`src/hdl/lfu_pkg.sv`:
```
package lfu_pkg;

    localparam int DEPTH   = 16;
    localparam int IDX_W   = $clog2(DEPTH);
    localparam int CNT_W   = $clog2(DEPTH + 1);
    localparam int KEY_W   = 32;
    localparam int VAL_W   = 32;
    localparam int USE_W   = 32;
    localparam int CAP_W   = 5;
    localparam int CAP_RESET = 16;

    localparam logic [VAL_W-1:0] MISS_DATA = '1;
    localparam logic [USE_W-1:0] USE_MAX   = '1;

    localparam logic OP_GET = 1'b0;
    localparam logic OP_PUT = 1'b1;

    // one stored entry: key, value, use count and recency rank
    typedef struct packed {
        logic [KEY_W-1:0] key;
        logic [VAL_W-1:0] value;
        logic [USE_W-1:0] use_count;
        logic [IDX_W-1:0] rank;
    } entry_t;

    localparam int ENTRY_W = $bits(entry_t);

endpackage

```
`src/hdl/lfu_ram.sv`:
```
// Single port synchronous RAM, registered read.
module lfu_ram #(
    parameter int WIDTH = 8,
    parameter int DEPTH_P = 16,
    parameter int ADDR_W = 4
) (
    input  logic              clk,
    input  logic              we,
    input  logic [ADDR_W-1:0] addr,
    input  logic [WIDTH-1:0]  wdata,
    output logic [WIDTH-1:0]  rdata
);

    logic [WIDTH-1:0] mem [DEPTH_P];

    always_ff @(posedge clk)
    begin
        if (we)
        begin
            mem[addr] <= wdata;
        end
        rdata <= mem[addr];
    end

endmodule

```
`src/hdl/lfu_cache_lru_tiebreak.sv`:
```
// Channel  | Valid/Ready        | Payload
// ---------+--------------------+-------------------------
// request  | in_valid/in_ready  | operation, key, value
// result   | out_valid/out_ready| hit, data
// config   | cfg_valid/cfg_ready| cfg_data (capacity)
//
// Each request scans the entry RAM for the key, a free slot and the victim,
// decides, runs a read-modify-write pass over every entry (a read state and a
// write state per entry) that fixes ranks and writes the target, and then posts
// the result. A get miss or a dropped put skips the rewrite pass.
// Valid bits and occupancy live in flops and clear at reset; RAM is not cleared.
// A new request is taken once the previous result has left the output register.
module lfu_cache_lru_tiebreak (
    input  logic        clk,
    input  logic        rst_n,
    input  logic        in_valid,
    output logic        in_ready,
    input  logic        operation,
    input  logic [31:0] key,
    input  logic [31:0] value,
    output logic        out_valid,
    input  logic        out_ready,
    output logic        hit,
    output logic [31:0] data,
    input  logic        cfg_valid,
    output logic        cfg_ready,
    input  logic [4:0]  cfg_data
);

    localparam int IW = lfu_pkg::IDX_W;
    localparam int DW = lfu_pkg::DEPTH;

    typedef enum logic [2:0] {
        S_IDLE, S_SCAN, S_DECIDE, S_UPD_RD, S_UPD, S_DONE
    } state_t;

    state_t state_reg;
    logic [lfu_pkg::CAP_W-1:0] cap_reg;
    logic [DW-1:0]             valid_reg;
    logic [lfu_pkg::CNT_W-1:0] occ_reg;

    // latched request
    logic                      op_reg;
    logic [31:0]               key_reg;
    logic [31:0]               val_reg;

    // scan pass bookkeeping
    logic [IW:0]               ptr_reg;     // address counter, one extra bit
    logic [IW-1:0]             rd_idx_reg;  // address of data on rdata
    logic                      rd_ok_reg;
    logic                      found_reg;
    logic [IW-1:0]             fidx_reg;
    logic [IW-1:0]             frank_reg;
    logic [31:0]               fval_reg;
    logic [31:0]               fuse_reg;
    logic                      free_ok_reg;
    logic [IW-1:0]             free_reg;
    logic                      vic_ok_reg;
    logic [IW-1:0]             vic_reg;
    logic [31:0]               vuse_reg;
    logic [IW-1:0]             vrank_reg;

    // update plan
    typedef enum logic [1:0] { A_NONE, A_BUMP, A_INS, A_EVINS } act_t;
    act_t                      act_reg;
    logic [IW-1:0]             tgt_reg;

    logic                      out_valid_reg;
    logic                      hit_reg;
    logic [31:0]               data_reg;

    // RAM port
    logic                      ram_we;
    logic [IW-1:0]             ram_addr;
    lfu_pkg::entry_t           ram_wdata, ram_rdata;

    lfu_ram #(
        .WIDTH  (lfu_pkg::ENTRY_W),
        .DEPTH_P(lfu_pkg::DEPTH),
        .ADDR_W (IW)
    ) u_ram (
        .clk  (clk),
        .we   (ram_we),
        .addr (ram_addr),
        .wdata(ram_wdata),
        .rdata(ram_rdata)
    );

    assign in_ready  = (state_reg == S_IDLE) && !out_valid_reg;
    assign cfg_ready = 1'b1;
    assign out_valid = out_valid_reg;
    assign hit       = hit_reg;
    assign data      = data_reg;

    // effective capacity, saturated at DEPTH
    logic [lfu_pkg::CAP_W:0] cap_eff;
    always_comb
    begin
        if ({1'b0, cap_reg} > (lfu_pkg::CAP_W+1)'(DW))
            cap_eff = (lfu_pkg::CAP_W+1)'(DW);
        else
            cap_eff = {1'b0, cap_reg};
    end

    // scan-pass entry compare
    logic cur_v;
    logic key_m;
    logic vic_better;
    always_comb
    begin
        cur_v = valid_reg[rd_idx_reg];
        key_m = rd_ok_reg && cur_v && (ram_rdata.key == key_reg);
        vic_better = !vic_ok_reg || (ram_rdata.use_count < vuse_reg) ||
                     ((ram_rdata.use_count == vuse_reg) && (ram_rdata.rank > vrank_reg));
    end

    // update-pass rewrite of one entry
    logic            idx_v;
    lfu_pkg::entry_t upd;
    always_comb
    begin
        upd   = ram_rdata;
        idx_v = valid_reg[rd_idx_reg];
        case (act_reg)
            A_BUMP:
            begin
                if (rd_idx_reg == tgt_reg)
                begin
                    upd.rank = '0;
                    if (op_reg == lfu_pkg::OP_PUT)
                        upd.value = val_reg;
                    if (ram_rdata.use_count != lfu_pkg::USE_MAX)
                        upd.use_count = ram_rdata.use_count + 32'd1;
                end
                else if (ram_rdata.rank < frank_reg)
                begin
                    upd.rank = ram_rdata.rank + IW'(1);
                end
            end
            A_INS:
            begin
                if (rd_idx_reg == tgt_reg)
                    upd = '{key: key_reg, value: val_reg, use_count: 32'd1, rank: '0};
                else
                    upd.rank = ram_rdata.rank + IW'(1);
            end
            A_EVINS:
            begin
                if (rd_idx_reg == tgt_reg)
                    upd = '{key: key_reg, value: val_reg, use_count: 32'd1, rank: '0};
                else if (ram_rdata.rank < vrank_reg)
                    upd.rank = ram_rdata.rank + IW'(1);
            end
            default:
            begin
                upd = ram_rdata;
            end
        endcase
    end

    // RAM address/write control
    always_comb
    begin
        ram_addr  = ptr_reg[IW-1:0];
        ram_we    = 1'b0;
        ram_wdata = upd;
        if (state_reg == S_UPD)
        begin
            ram_addr = rd_idx_reg;
            ram_we   = idx_v || (rd_idx_reg == tgt_reg);
        end
    end

    always_ff @(posedge clk or negedge rst_n)
    begin
        if (!rst_n)
        begin
            state_reg     <= S_IDLE;
            cap_reg       <= lfu_pkg::CAP_W'(lfu_pkg::CAP_RESET);
            valid_reg     <= '0;
            occ_reg       <= '0;
            out_valid_reg <= 1'b0;
            ptr_reg       <= '0;
            rd_ok_reg     <= 1'b0;
            act_reg       <= A_NONE;
        end
        else
        begin
            if (cfg_valid)
                cap_reg <= cfg_data;
            if (out_valid_reg && out_ready)
                out_valid_reg <= 1'b0;

            case (state_reg)
                S_IDLE:
                begin
                    if (in_valid && in_ready)
                    begin
                        op_reg      <= operation;
                        key_reg     <= key;
                        val_reg     <= value;
                        ptr_reg     <= '0;
                        rd_ok_reg   <= 1'b0;
                        found_reg   <= 1'b0;
                        free_ok_reg <= 1'b0;
                        vic_ok_reg  <= 1'b0;
                        state_reg   <= S_SCAN;
                    end
                end
                // read every entry; data arrives in the cycle after its address
                S_SCAN:
                begin
                    rd_idx_reg <= ptr_reg[IW-1:0];
                    rd_ok_reg  <= !ptr_reg[IW];
                    if (!ptr_reg[IW])
                        ptr_reg <= ptr_reg + (IW+1)'(1);
                    if (rd_ok_reg)
                    begin
                        if (key_m && !found_reg)
                        begin
                            found_reg <= 1'b1;
                            fidx_reg  <= rd_idx_reg;
                            frank_reg <= ram_rdata.rank;
                            fval_reg  <= ram_rdata.value;
                        end
                        if (!cur_v && !free_ok_reg)
                        begin
                            free_ok_reg <= 1'b1;
                            free_reg    <= rd_idx_reg;
                        end
                        if (cur_v && vic_better)
                        begin
                            vic_ok_reg <= 1'b1;
                            vic_reg    <= rd_idx_reg;
                            vuse_reg   <= ram_rdata.use_count;
                            vrank_reg  <= ram_rdata.rank;
                        end
                    end
                    if (ptr_reg[IW] && !rd_ok_reg)
                        state_reg <= S_DECIDE;
                end
                S_DECIDE:
                begin
                    if (found_reg && (op_reg == lfu_pkg::OP_GET || cap_eff != '0))
                    begin
                        act_reg <= A_BUMP;
                        tgt_reg <= fidx_reg;
                    end
                    else if (!found_reg && op_reg == lfu_pkg::OP_PUT && cap_eff != '0 &&
                             {1'b0, occ_reg} >= cap_eff && vic_ok_reg)
                    begin
                        act_reg <= A_EVINS;
                        tgt_reg <= vic_reg;
                    end
                    else if (!found_reg && op_reg == lfu_pkg::OP_PUT && cap_eff != '0 &&
                             free_ok_reg)
                    begin
                        act_reg <= A_INS;
                        tgt_reg <= free_reg;
                        occ_reg <= occ_reg + lfu_pkg::CNT_W'(1);
                        valid_reg[free_reg] <= 1'b1;
                    end
                    else
                    begin
                        act_reg <= A_NONE;
                    end
                    hit_reg  <= found_reg;
                    data_reg <= (found_reg && op_reg == lfu_pkg::OP_GET) ?
                                fval_reg : lfu_pkg::MISS_DATA;
                    ptr_reg  <= '0;
                    state_reg <= S_UPD_RD;
                end
                // read entry at ptr
                S_UPD_RD:
                begin
                    if (act_reg == A_NONE)
                    begin
                        state_reg <= S_DONE;
                    end
                    else
                    begin
                        rd_idx_reg <= ptr_reg[IW-1:0];
                        ptr_reg    <= ptr_reg + (IW+1)'(1);
                        state_reg  <= S_UPD;
                    end
                end
                // write back modified entry, then read the next
                S_UPD:
                begin
                    if (ptr_reg[IW])
                        state_reg <= S_DONE;
                    else
                        state_reg <= S_UPD_RD;
                end
                S_DONE:
                begin
                    out_valid_reg <= 1'b1;
                    state_reg     <= S_IDLE;
                end
                default:
                begin
                    state_reg <= S_IDLE;
                end
            endcase
        end
    end

endmodule

```
`config.mk`:
```
export PLATFORM = sky130hd
export DESIGN_NAME = lfu_cache_lru_tiebreak
export DESIGN_NICKNAME = d
export VERILOG_FILES = /design/src/hdl/lfu_pkg.sv /design/src/hdl/lfu_ram.sv /design/src/hdl/lfu_cache_lru_tiebreak.sv
export SDC_FILE = /design/constraint.sdc
export NUM_CORES = 2
export LEC_CHECK = 0
export BUFFER_PORTS_ARGS = -buffer_cell sky130_fd_sc_hd__buf_2
export CAP_MARGIN = 20
export CORE_ASPECT_RATIO = 1.25
export CORE_UTILIZATION = 60
export DETAILED_ROUTE_END_ITERATION = 7
export GPL_TIMING_DRIVEN = 1
export HOLD_SLACK_MARGIN = 0.12
export PLACE_DENSITY_LB_ADDON = 0.3
export SYNTH_ARGS = -nofsm -noshare
export SYNTH_HDL_FRONTEND = slang
export SYNTH_SLANG_ARGS = --single-unit
```
`constraint.sdc`:
```
create_clock -name clk -period 14.98 [get_ports clk]
set_input_delay 2.247 -clock clk [delete_from_list [all_inputs] [get_ports clk]]
set_output_delay 2.247 -clock clk [all_outputs]
set_load 0.01 [all_outputs]
```
==> summary.txt <==
Clock tree
  • Clk slew on worst S/H paths: 70 ps
  • Root Driver: clkbuf_16
  • Clk buf depth: 3
  • Resized cells post-CTS: 0
  • CTS Hold Buffers Added: 0
  • CTS tree: yes
  • # H-tree levels: 4
  • Post-CTS Setup Inserts: 0
  • Num CTS Buffers: 176
  • Clock latency on the worst-skew pair: 810 ps
  • Number of clock sinks: 1931

Place
  • DPL Wire Length: 73.84 mm
  • Port bufs: 109
  • Global placement routability congestion: 0.8184
  • Setup slack at placement: 10150 ps
  • Placement Cell Area: 75770 um^2

Routing
  • Vias: 35840
  • Detailed Route Iter0 Violations: 4368
  • Antenna viol nets, final: 0
  • Routed wire length: 160.8 mm
  • Remaining DRCs: 12
  • Pre-antenna DRT Iters: 8
  • DR vias/cell: 6.552
  • WL/cell: 29.40 um

Power and ir drop
  • Power per cell area: 185.0 nW/um^2
  • VDD IR max: 0.1881 mV
  • P_leak: 26.87 nW

Synthesis
  • Largest area contributor in the netlist: edfxtp_1
  • Ys async rst share: 1.968%
  • Most common flop cell mapped by yosys: edfxtp_1
  • Sequential area share after synthesis: 77.34%
  • #FFs+latches synth: 1931
  • Commonest cells in the netlist: 1793 x edfxtp_1, 404 x mux4_2, 245 x nand2_1
  • Count leader, synth: edfxtp_1
  • Share of the synthesized area in the top cell type: 73.32%
  • Post-Syn Instances: 3514
  • Top cells by area, synth: edfxtp_1 73%, mux4_2 12%, dfxtp_1 2.7%, a22oi_1 2.0%, dfrtp_1 1.3%
  • Post-Syn Nets: 3638
  • Post-Syn Area per Cell: 20.90 um^2
  • EDFF count, synth: 1793
  • Cell Area, Synth: 73440 um^2
  • YS warnings: 0
  • Yosys cell types: 63

Setup path
  • Critical path class: reg -> reg
  • Worst Setup End Kind: flop
  • Critical path launch point type: flop
  • Required time worst endpoint: 15660 ps
  • Critical path data arrival time: 5200 ps
  • Worst Path Max Fanout: 74

Global route
  • Total track usage: 26.57%
  • GR Util met2: 42.52%
  • Number of global-route vias before repair: 36630
  • M3 GR Usage: 5.266%
  • GR Overflow Total: 0
  • Global routing met1 resource utilization: 37.25%
  • Antenna violations before repair: 3
  • Busiest grt layer: met2
  • First-pass GRT wire length: 236.2 mm
  • Largest net degree at the start of global routing: 118

Cells and area
  • Cell area after layout: 81630 um^2
  • Top Registers: u_ram.mem: 1600 flops, u_ram.rdata: 100 flops
  • Largest Register: u_ram.mem
  • Final #Nets: 3844
  • Share of cells above drive strength 1: 24.14%
  • Fin util: 67.19%
  • Max FFs per register: 1600
  • Area Growth Syn to Fin: 11.16%

Die
  • Area of the core: 121500 um^2
  • Die span in y: 393.1 um
  • Starting Density: 60.45%
  • Site row count: 143
  • Chip width: 314.9 um
  • Die Area: 123800 um^2
  • Num ports: 111

Timing
  • Final Setup Violations: 0
  • Fmax: 221.0 MHz
  • Final setup skew: 29.47 ps
  • Period utilization: 30.21%
  • Setup Total Neg Slack: 0 ps
  • Least-Margin Pin Slew: 1148 ps
  • Hold Vio Cnt, Final: 0
  • RSZ-0062 raised after global routing: no
  • Max-slew violations: 0
  • Hold_ws: 433.0 ps
  • Final worst path period need: 4525 ps
  • Final WS setup: 10450 ps
  • Slew HR: 23.31%

Min path
  • Hold Crit Class: reg -> reg

Job
  • Max Cap Viol: 0

Run status
  • Failing checks: design-rule violations
  • Outcome: complete, but fails checks
## layout make-up
type	count	area [um^2]
clock buffers	240	4858
diodes	2	5.005
inverters	51	193.9
clock inverters	91	798.3
multi-input cells	1368	15610
fillers	7314	39860
flip-flops and latches	1931	56800
well taps	1595	1996
repair buffers	192	1371
## worst paths after layout
kind                                  from               to  slack (ps)  cells past startpoint
setup / recovery              state_reg[1]  u_ram.rdata[63]       10450                      8
hold / removal             u_ram.rdata[60]     fval_reg[24]         430                      0
setup reg to reg              state_reg[1]  u_ram.rdata[63]       10450                      8
hold reg to reg            u_ram.rdata[60]     fval_reg[24]         430                      0
max in group asynchronous            rst_n     state_reg[0]       13090                      2
min in group asynchronous            rst_n       occ_reg[4]        1510                      2
## stage by stage
stage	std cells	total power, mW
final	5470	15.10
after global routing	5468	15.65
after CTS	5447	15.12
after detailed placement	5116	10.76
after global placement	5115	10.66
after floorplan	3514	9.845
## metal layers
metal / up-vias / share of wire (%) / wire length (um)
li1: 14900 / - / -
met2: 1890 / 49 / 79020
met5: - / 0.014 / 22
met3: 314 / 9.1 / 14590
met1: 18740 / 39 / 62600
met4: 4 / 2.9 / 4605
## worst max-delay path, cell delays in order (launching register included)
cell and delay, ps:
dfrtp_1 630, nor2_4 90, nand2_4 190, mux2i_4 830
buf_4 800, buf_4 940, mux4_2 450, a22oi_1 200
nand2_1 100
## layout by cell type, fill, tap and decap left out, types with 6 or more instances in the layout
cell type / count
buf_2: 109
nor4_1: 8
mux4_2: 404
nor2b_1: 6
o31ai_1: 8
nor3_1: 10
o21bai_1: 12
nor4_2: 10
inv_1: 50
mux2_2: 40
dfrtp_1: 37
a21oi_1: 28
buf_4: 67
and3_1: 7
buf_12: 13
mux2i_1: 29
nor2_1: 28
clkbuf_16: 179
nand4_1: 34
clkinvlp_4: 6
nand2_1: 244
edfxtp_1: 1793
xnor2_1: 37
o21ai_0: 24
nand2b_1: 44
clkbuf_8: 15
nor2_4: 8
a22oi_1: 200
bufinv_16: 11
inv_6: 8
nand3_1: 49
nor3_2: 8
clkinv_2: 27
clkbuf_1: 46
clkinv_1: 33
ha_1: 49
dfxtp_1: 100
## power by group
part           internal [mW]  leakage [nW]  switching (mW)
Combinational           1.44          6.59            2.12
Sequential              6.89          17.5           0.271
Clock                   2.47          2.76            1.91
Total                   10.8          26.9            4.31
## cell families after synthesis
kind of cell    after synthesis  share of synthesized area [%]
flops                      1931                          77.34
simple gates                488                          3.164
mux                         477                          13.46
compound gates              311                          3.028
buf+inv                     215                          1.663
fa+ha+maj                    49                         0.8349
xor+xnor                     42                         0.5009
other cells                   1                       0.005107
(Power assumes the default switching activity.)
